`config.mk`:
```
export PLATFORM = sky130hd
export DESIGN_NAME = jbr_ram
export DESIGN_NICKNAME = d
export VERILOG_FILES = /design/src/sv/jbr_ram.sv
export SDC_FILE = /design/constraint.sdc
export NUM_CORES = 2
export LEC_CHECK = 0
export ABC_AREA = 0
export BUFFER_PORTS_ARGS = -buffer_cell sky130_fd_sc_hd__clkbuf_2
export CAP_MARGIN = 20
export CORE_MARGIN = 3
export CORE_UTILIZATION = 30
export CTS_CLUSTER_SIZE = 30
export DETAILED_ROUTE_END_ITERATION = 12
export PLACE_DENSITY = 0.49
export SLEW_MARGIN = 20
export SYNTH_ARGS = -nofsm -noshare
export SYNTH_HDL_FRONTEND = slang
export SYNTH_SLANG_ARGS = --single-unit
```
`constraint.sdc`:
```
create_clock -name clock -period 2.75 [get_ports clock]
set_input_delay 0.275 -clock clock [delete_from_list [all_inputs] [get_ports clock]]
set_output_delay 0.275 -clock clock [all_outputs]
set_load 0.005 [all_outputs]
```
`src/sv/jbr_ram.sv`:
```
// ----------------------------------------------------------------------------
// jbr_ram
// Generic single-write, single-read RAM with registered read data.
// ----------------------------------------------------------------------------
module jbr_ram #(
   parameter int WIDTH = 8,
   parameter int DEPTH = 256
) (
   input  logic                     clock,
   input  logic                     we,
   input  logic [$clog2(DEPTH)-1:0] waddr,
   input  logic [WIDTH-1:0]         wdata,
   input  logic                     re,
   input  logic [$clog2(DEPTH)-1:0] raddr,
   output logic [WIDTH-1:0]         rdata
);

   logic [WIDTH-1:0] mem_ff [DEPTH];
   logic [WIDTH-1:0] rdata_ff;

   always_ff @(posedge clock) begin
      if (we) begin
         mem_ff[waddr] <= wdata;
      end
      if (re) begin
         rdata_ff <= mem_ff[raddr];
      end
   end

   assign rdata = rdata_ff;

endmodule

```
==> run_results.csv <==
group,metric,value,unit
timing,finClkSkew,40.1,ps
route,wl,220000,um
pwr,peakVddDrop,677,uV
route,wl_per_cell,27.2,um
synth,yosysSeqAreaShare,77.5,%
grt,antenna_found_initial,12,
job,max_cap_viol_count,0,
synth,ys_ff_latch,2056,
final_layout,fin_util,36.3,%
setup_path,required,3320,ps
synth,ys_types,54,
grt,track_usage,16.1,%
setup_path,crit_chain,"mux4_2 -> a22o_1 -> a221oi_1 -> buf_4 -> o221ai_1 -> buf_4 -> a211oi_2 -> buf_4 -> nor4_1",
route,dr.pass1.iters,6,
placed_design,hpwl,144000,um
route,via_per_inst,5.01,
floorplanning,start_util,30.3,%
final_layout,regArea,61700,um^2
synth,ys_top_cells_by_area,"edfxtp_1 78%, mux4_2 13%, mux2i_1 1.7%",
placed_design,placed_cells,7685,
timing,hold_viol_final,0,
synth,synth_area,79600,um^2
setup_path,arrival,3290,ps
synth,avgSynthCellArea,21.3,um^2
synth,synthFlopType,"edfxtp_1",
setup_path,setup.worst_path.end_class,"flip-flop",
grt,grt_util_met3,2.64,%
timing,final.period_utilization,99.0,%
clock_network,cts_root_buf,"clkbuf_16",
grt,grtUsageMet1,22.8,%
timing,timing.hold.ws,128,ps
setup_path,crit_type,"reg2reg",
timing,clock.fmax,367,MHz
grt,grt_pass1_wl,315000,um
final_layout,multi_input_area,16500,um^2
grt,met2_usage,26.1,%
setup_path,start_kind,"flip-flop",
final_layout,drive_above_1_share,31.3,%
placed_design,numPortBuffers,34,
floorplanning,die-area,272000,um^2
synth,yosysTopAreaCellShare,77.5,%
min_path,whs_path_depth,3,
timing,setup_tns,0,ps
floorplanning,row_count,188,
clock_network,post_cts_buffers,0,
timing,min_period,2720,ps
synth,syn-num-nets,3760,
grt,grt_overflow,0,
final_layout,final_nets,4421,
final_layout,area_growth_syn_to_layout,20.0,%
synth,ys.warnings.count,0,
setup_path,critical-path-max-stage-delay,470,ps
timing,setup_violations,0,
run_status,outcome,"complete, no violations",
grt,grt_max_degree,99,
timing,rsz0062_at_grt,"false",
final_layout,final_cells,8096,
floorplanning,die_x,521,um
clock_network,clock-sinks,2056,
timing,finalMaxSlewViolations,0,
setup_path,ff2ff_path_depth,9,
synth,netlist.top_cell.by_area,"edfxtp_1",
clock_network,cts_buffers,213,
grt,gr-max-usage-layer,"met2",
floorplanning,core_area,263000,um^2
route,ant_nets,0,
route,via_count,40559,
pwr,power.density,690,nW/um^2
clock_network,clock_latency,840,ps
setup_path,cp_max_fo,1,
setup_path,slowest_stage,"mux4_2",
clock_network,clk_pin_slew,60,ps
floorplanning,ios,35,
clock_network,htreeDepth,4,
synth,synth-async-reset-ratio,0,%
final_layout,fill_cells,24083,
floorplanning,die-height,521,um
synth,synth_edf_count,2056,
pwr,total_power,66.0,mW
clock_network,cts_tree,"done",
synth,syn_inst,3733,
min_path,holdCritPathClass,"in2reg",
route,drc,0,
timing,tightest_slew,1020,ps
placed_design,gp_congestion,0.814,
clock_network,clock_path_buffers,3,
timing,slew_headroom,31.8,%
grt,grt_pass1_vias,41349,
pwr,p_leak,30.3,nW
route,drt_iter0_drc,4135,
setup_path,crit_top_cell,"buf_4",
-- metal layers --
layer	vias to the layer above	wire [um]
li1	17079	-
met1	22080	97700
met2	1138	107000
met3	260	12000
met4	2	4060
met5	-	10
-- through the flow --
step / area, um^2 / worst slack (ps)
after global routing: 95500 / 7.17
final: 95500 / 28.3
after detailed placement: 88700 / -998
after floorplan: 79600 / 399
after CTS: 95500 / 25.7
after global placement: 88700 / -940
-- cells in the mapped netlist, types with 13 or more instances --
library cell  instances
nand3_1              34
nor3_1               22
a221oi_1             13
nor4_1               24
nor2b_1              31
mux2i_1             134
a211oi_1             16
o221ai_1             46
nor2_1              282
clkbuf_1            111
mux4_2              454
buf_8                13
buf_4                27
o22ai_1              28
edfxtp_1           2056
buf_6                21
nand2_1              33
a22oi_1             133
buf_1                22
buf_2                31
a21oi_1              96
-- cell type report --
cell class / count / share of cell area [%]
sequential: 2056 / 64.6
timing repair buffer: 679 / 6.45
clock inverter: 135 / 1.22
clock buffer: 262 / 5.77
multi-input combinational: 1442 / 17.3
antenna: 5 / 0.0131
inverter: 2 / 0.00786
tap: 3515 / 4.60
-- cell usage in the layout (no fill, tap or decap), types with 5 or more instances in the layout --
cell,n
o21ai_0,10
mux4_2,454
clkinv_16,6
nand3_1,34
clkinv_1,68
nand4_1,10
dlygate4sd3_1,9
o221ai_1,46
nor4_2,5
buf_4,556
clkbuf_16,213
edfxtp_1,2056
nand2b_1,8
buf_12,82
bufinv_16,13
a221oi_1,13
clkbuf_1,49
a22o_1,8
a21oi_1,96
o22a_1,5
nor3_1,22
diode_2,5
clkbuf_2,22
mux2i_1,134
o211ai_1,10
nor2_1,279
o22ai_1,28
clkinv_2,36
nand2_1,33
nor2b_1,28
a211oi_1,15
nor4_1,21
buf_8,10
a22oi_1,133
and2_1,5
-- sequential cells by signal, indices dropped and copies added, names as in the netlist --
signal  cells
rdata       8
mem_ff   2048
-- report_power, final --
part	internal [mW]	switching [mW]	leakage (nW)
Combinational	1.46	2.21	8.59
Sequential	34.6	0.0564	18.5
Clock	15.5	12.2	3.24
Total	51.5	14.4	30.3
-- critical path, delay by kind of cell, from the launching register on --
family	cells	cell delay, ps
mux	1	470
compound gates	4	960
buf+inv	3	580
simple gates	1	40
flops	1	370
-- worst paths after layout --
| check | start | to | slack (ps) |
|---|---|---|---|
| worst max-delay path | mem_ff[27][3] | rdata[3] | 30 |
| worst min-delay path | waddr[2] | mem_ff[174][7] | 130 |
| worst max register to register | mem_ff[27][3] | rdata[3] | 30 |
| worst min register to register | mem_ff[63][3] | rdata[3] | 1220 |
-- cells by family (layout without fill, tap and decap cells) --
kind of cell	Yosys count	count (layout)	synth area share, %
flip-flops	2056	2056	77.5
multiplexers	591	591	14.6
AND/OR/NAND/NOR	466	466	2.63
AO/OA/AOI/OAI	385	385	3.42
buffers and inverters	235	1078	1.83
other	0	5	0
-- what timing repair did --
action | 4_1_cts | 5_1_grt
endpoints found under the hold margin | 436 | 0
resized for setup | 5 | 0
hold buffers | 9 | 0
setup endpoints to repair | 4 | 0
(Power assumes the default switching activity.)
