## src/sv/jbr_pkg.sv

```systemverilog
// ----------------------------------------------------------------------------
// jbr_pkg
// Shared types and constants of the broadcast transport reassembler.
// ----------------------------------------------------------------------------
package jbr_pkg;

   localparam int MAX_MESSAGE_BYTES = 1785;
   localparam int MAX_PACKETS       = 255;
   localparam int LANES             = 7;
   localparam int PKT_AW            = 8;
   localparam int LANE_AW           = 3;

   localparam logic [17:0] PGN_TP_CM = 18'h00EC00;
   localparam logic [17:0] PGN_TP_DT = 18'h00EB00;
   localparam logic [7:0]  PF_PDU2   = 8'hF0;
   localparam logic [7:0]  ADDR_GLOBAL = 8'hFF;

   localparam logic [1:0] CMD_FRAME = 2'd0;
   localparam logic [1:0] CMD_TICK  = 2'd1;
   localparam logic [1:0] CMD_READ  = 2'd2;

   localparam logic [2:0] ST_NONE     = 3'd0;
   localparam logic [2:0] ST_PROTOCOL = 3'd1;
   localparam logic [2:0] ST_PLAIN    = 3'd2;
   localparam logic [2:0] ST_COMPLETE = 3'd3;
   localparam logic [2:0] ST_TIMEOUT  = 3'd4;

   localparam logic [7:0] CSR_FIRST_TIMEOUT = 8'd0;
   localparam logic [7:0] CSR_NEXT_TIMEOUT  = 8'd1;

   // seen-tag epochs: zero marks a packet never seen
   localparam logic [7:0] EPOCH_NONE  = 8'd0;
   localparam logic [7:0] EPOCH_FIRST = 8'd1;
   localparam logic [7:0] EPOCH_LAST  = 8'd255;

   typedef struct packed {
      logic [1:0]  command;
      logic [28:0] can_id;
      logic [3:0]  frame_length;
      logic [63:0] frame_data;
      logic [10:0] read_index;
   } req_type;

   typedef struct packed {
      logic [2:0]  status;
      logic [2:0]  priority_res;
      logic [17:0] pgn;
      logic [7:0]  dest_addr;
      logic [7:0]  src_addr;
      logic [10:0] message_length;
      logic [63:0] payload;
      logic [7:0]  read_byte;
   } rsp_type;

   typedef struct packed {
      logic              we;
      logic [PKT_AW-1:0] waddr;
      logic [10:0]       offset;
      logic [10:0]       size;
      logic              re;
      logic [PKT_AW-1:0] raddr;
   } lane_ctl_type;

endpackage

```

## src/sv/jbr_ram.sv

```systemverilog
// ----------------------------------------------------------------------------
// jbr_ram
// Generic single-write, single-read RAM with registered read data.
// ----------------------------------------------------------------------------
module jbr_ram #(
   parameter int WIDTH = 8,
   parameter int DEPTH = 256
) (
   input  logic                     clock,
   input  logic                     we,
   input  logic [$clog2(DEPTH)-1:0] waddr,
   input  logic [WIDTH-1:0]         wdata,
   input  logic                     re,
   input  logic [$clog2(DEPTH)-1:0] raddr,
   output logic [WIDTH-1:0]         rdata
);

   logic [WIDTH-1:0] mem_ff [DEPTH];
   logic [WIDTH-1:0] rdata_ff;

   always_ff @(posedge clock) begin
      if (we) begin
         mem_ff[waddr] <= wdata;
      end
      if (re) begin
         rdata_ff <= mem_ff[raddr];
      end
   end

   assign rdata = rdata_ff;

endmodule

```

## src/sv/jbr_lane.sv

```systemverilog
// ----------------------------------------------------------------------------
// jbr_lane
// One byte lane of the message buffer: stores byte lane_id of every packet,
// dropping bytes past the announced message size.
// ----------------------------------------------------------------------------
module jbr_lane
   import jbr_pkg::*;
(
   input  logic         clock,
   input  logic [2:0]   lane_id,
   input  lane_ctl_type ctl,
   input  logic [7:0]   wdata,
   output logic [7:0]   rdata
);

   logic [10:0] pos;
   logic        lane_we;

   // byte position of this lane inside the message
   assign pos     = ctl.offset + {8'd0, lane_id};
   assign lane_we = ctl.we && (pos < ctl.size);

   jbr_ram #(
      .WIDTH(8),
      .DEPTH(MAX_PACKETS)
   ) u_ram (
      .clock(clock),
      .we   (lane_we),
      .waddr(ctl.waddr),
      .wdata(wdata),
      .re   (ctl.re),
      .raddr(ctl.raddr),
      .rdata(rdata)
   );

endmodule

```

## config.mk

```make
export PLATFORM = sky130hd
export DESIGN_NAME = jbr_lane
export DESIGN_NICKNAME = d
export VERILOG_FILES = /design/src/sv/jbr_pkg.sv /design/src/sv/jbr_ram.sv /design/src/sv/jbr_lane.sv
export SDC_FILE = /design/constraint.sdc
export NUM_CORES = 2
export LEC_CHECK = 0
export ABC_AREA = 0
export BUFFER_PORTS_ARGS = -buffer_cell sky130_fd_sc_hd__buf_4
export CAP_MARGIN = 20
export CELL_PAD_IN_SITES_DETAIL_PLACEMENT = 1
export CELL_PAD_IN_SITES_GLOBAL_PLACEMENT = 1
export CORE_UTILIZATION = 46
export DETAILED_ROUTE_END_ITERATION = 7
export PLACE_DENSITY_LB_ADDON = 0.1
export REMOVE_ABC_BUFFERS = 1
export SYNTH_ARGS = -nofsm -noshare
export SYNTH_HDL_FRONTEND = slang
export SYNTH_HIERARCHICAL = 1
export SYNTH_SLANG_ARGS = --single-unit
```

## constraint.sdc

```tcl
create_clock -name clock -period 7.7 [get_ports clock]
set_input_delay 0.77 -clock clock [delete_from_list [all_inputs] [get_ports clock]]
set_output_delay 0.77 -clock clock [all_outputs]
set_load 0.02 [all_outputs]
```

==> flow_summary.ini <==
[run_status]
run_status = complete, no violations

[critical_path]
r2r_start = u_ram/mem_ff[216][2]$_DFFE_PP_
regToRegSetupSlack_ps = 4270
reg2regPathDepth = 6
worstPathRequired_ps = 8160
crit_path_end_kind = flop
crit_path_top_delay_cell = nand4_1
cp-startpoint = lane_id[0]
crit_fanout = 8
slowest_delay_ps = 950
path_depth = 15
crit_buf_inv = 2
crit_family = simple AND/OR/NAND/NOR gates
cp.arrival_ps = 5650
start_kind = primary input
crit_chain = buf_4 > ha_1 > fa_1 > a21oi_1 > nor2_1 > nand2_1 > xnor2_1 > ha_1 > and4_1 > o21ai_0 > o211ai_1 > a221oi_4 > nand4_1 > buf_4 > nor2_1
crit_type = primary input to flop

[clock_network]
path_clk_slew_ps = 60
cts_sinks = 2048
clockRootBuffer = clkbuf_16
ctsResizeCount = 0
clk_path_buf_depth = 3
clk-insertion-delay-late_ps = 830
cts_setup_buffers = 0
hold_buffers = 0
htree_levels = 4
cts_buffers = 210
tritoncts = yes

[sta]
setup_tns_ps = 0
finalClockSkew_ps = 26.5
min_period_over_period_pct = 67.5
slew_viol_final = 0
setup_viol = 0
rsz0062_at_grt = false
period_minus_slack_ps = 5190
slew_headroom_pct = 17.0
fmax_mhz = 193
final_hold_viol_count = 0
worst_pin_slew_ps = 1230
whs_ps = 334

[finish]
drive_above_1_share_pct = 20.4
synthToLayoutAreaGrowth_pct = 11.7
utilization_pct = 51.9
nets = 4175
layoutNonFillerInstCount = 6612

[routing]
first_pass_iters = 5
drc = 0
wirelength_mm = 242
initialDrtViolationCount = 4732
wl_per_cell_um = 36.7
num_vias = 41400
ant_nets = 0
vias_per_cell = 6.26

[synthesis]
yosysMostFrequentCell = edfxtp_1
ys_ff_latch = 2048
synth_area_leaders = edfxtp_1 (76%), mux4_2 (11%), mux2i_1 (2.4%)
synth_cell_types = 76
synthTopCellsByCount = edfxtp_1 (2048), mux4_2 (382), nor2_1 (308)
yosysTopAreaCell = edfxtp_1
yosysSeqAreaShare_pct = 75.9
synth_edf_count = 2048
synthCells = 3969
synth.top_cell.area_share_pct = 75.9
ys.flop_type = edfxtp_1
syn-cell-area_mm2 = 0.0811
ys_warn_count = 6
syn_avg_cell_area_um2 = 20.4
async_flop_share_pct = 0

[die]
ioPinCount = 60
die-width_um = 422
fp.dieH_um = 422
dieArea_mm2 = 0.178
core-area_mm2 = 0.174
start_util_pct = 46.5
rows = 153

[place]
dp.cells = 6221
gp_congestion = 0.845
dp_hpwl_mm = 150
portBuffers = 59

[min_path]
hold_depth = 1
holdCritPathClass = primary input to flop
hp-start = ctl[8]

[global_route]
grt_max_degree = 149
grt_pass1_wl_mm = 338
grt-ovfl-total = 0
antenna_found_initial = 9
track_usage_pct = 27.3
grt_pass1_vias = 42300

[power_and_ir_drop]
peakVddDrop_v = 0.000224
leakage_nw = 28.5
power.density_mw_per_mm2 = 262

[job]
cap_violations = 0
==> path summary, 6_finish.rpt <==
check | end
max | u_ram/mem_ff[252][3]$_DFFE_PP_
min | u_ram/rdata[7]$_DFFE_PP_
max reg2reg | u_ram/rdata[2]$_DFFE_PP_
min reg2reg | u_ram/rdata[4]$_DFFE_PP_
==> power by group <==
group	leakage, nW	switching (W)	total (W)	internal (W)
registers	18.4	0.00000602	0.0123	0.0123
logic	6.84	0.000912	0.00132	0.000403
clock network	3.28	0.00429	0.0101	0.00582
==> state kept, by name, summed over array words and instances (netlist names) <==
signal	cells
u_ram/rdata	8
u_ram/mem_ff	2040
==> worst register-to-register path: cells and delay by family (launching register included) <==
kind / cells / cell delay [ps]
flip-flops: 1 / 380
AND/OR/NAND/NOR: 3 / 1510
multiplexers: 1 / 620
AO/OA/AOI/OAI: 2 / 590
==> layout make-up <==
cell class,instances,area (µm²)
repair buffers,171,1570
clock inverters,135,1330
diodes,3,7.51
fillers,15200,83800
multi-input cells,1662,17800
clock buffers,252,5430
well taps,2325,2910
flip-flops and latches,2048,61500
inverters,16,66.3
==> cell families (layout without fill, tap and decap cells) <==
family / count (synthesis) / after routing / share of synthesized area [%]
compound gates: 352 / 352 / 3.04
xor+xnor: 9 / 9 / 0.0973
fa+ha+maj: 14 / 14 / 0.225
buf+inv: 259 / 574 / 2.27
flops: 2048 / 2048 / 75.9
mux: 641 / 641 / 15.0
other cells: 0 / 3 / 0
simple gates: 646 / 646 / 3.45
==> through the flow <==
stage,worst slack [ps],instance area (µm²),total power [W]
after detailed placement,1660,83800,0.0139
final,2510,90600,0.0237
after global routing,2300,90600,0.0243
after global placement,1650,83800,0.0138
after floorplan,2960,79300,0.0130
after CTS,2540,90600,0.0239
==> layer usage <==
layer  track usage (%)  vias to the layer above  wire, µm
li1                  -                    16800         -
met1              38.5                    22600    102000
met2              43.9                     1687    117000
met3              4.27                      345     15800
met4              8.55                        8      7660
met5                 0                        -        51
==> placed cells by master (no fill, tap or decap), types with 9 or more instances in the layout <==
master / netlist / final
buf_4: 17 / 142
and3_1: 16 / 16
clkinv_1: 2 / 56
clkinv_2: 0 / 34
o211ai_1: 12 / 12
edfxtp_1: 2048 / 2048
o221ai_1: 60 / 60
nor2b_1: 21 / 19
bufinv_16: 0 / 24
a31oi_1: 18 / 18
o22ai_1: 57 / 57
a22oi_1: 25 / 25
a2111oi_0: 12 / 12
a211oi_1: 15 / 15
o21ai_0: 29 / 29
nand2_1: 164 / 162
clkbuf_1: 83 / 41
nor3_1: 24 / 24
nand3_1: 52 / 51
mux2i_1: 191 / 191
clkbuf_16: 0 / 211
nor2_1: 308 / 308
buf_12: 4 / 17
clkinvlp_4: 0 / 9
ha_1: 13 / 13
nand4_1: 15 / 15
mux4_1: 60 / 60
mux4_2: 382 / 382
inv_1: 14 / 12
a21oi_1: 70 / 70
and2_1: 10 / 10
No activity file was read; power rests on OpenSTA's default activity.
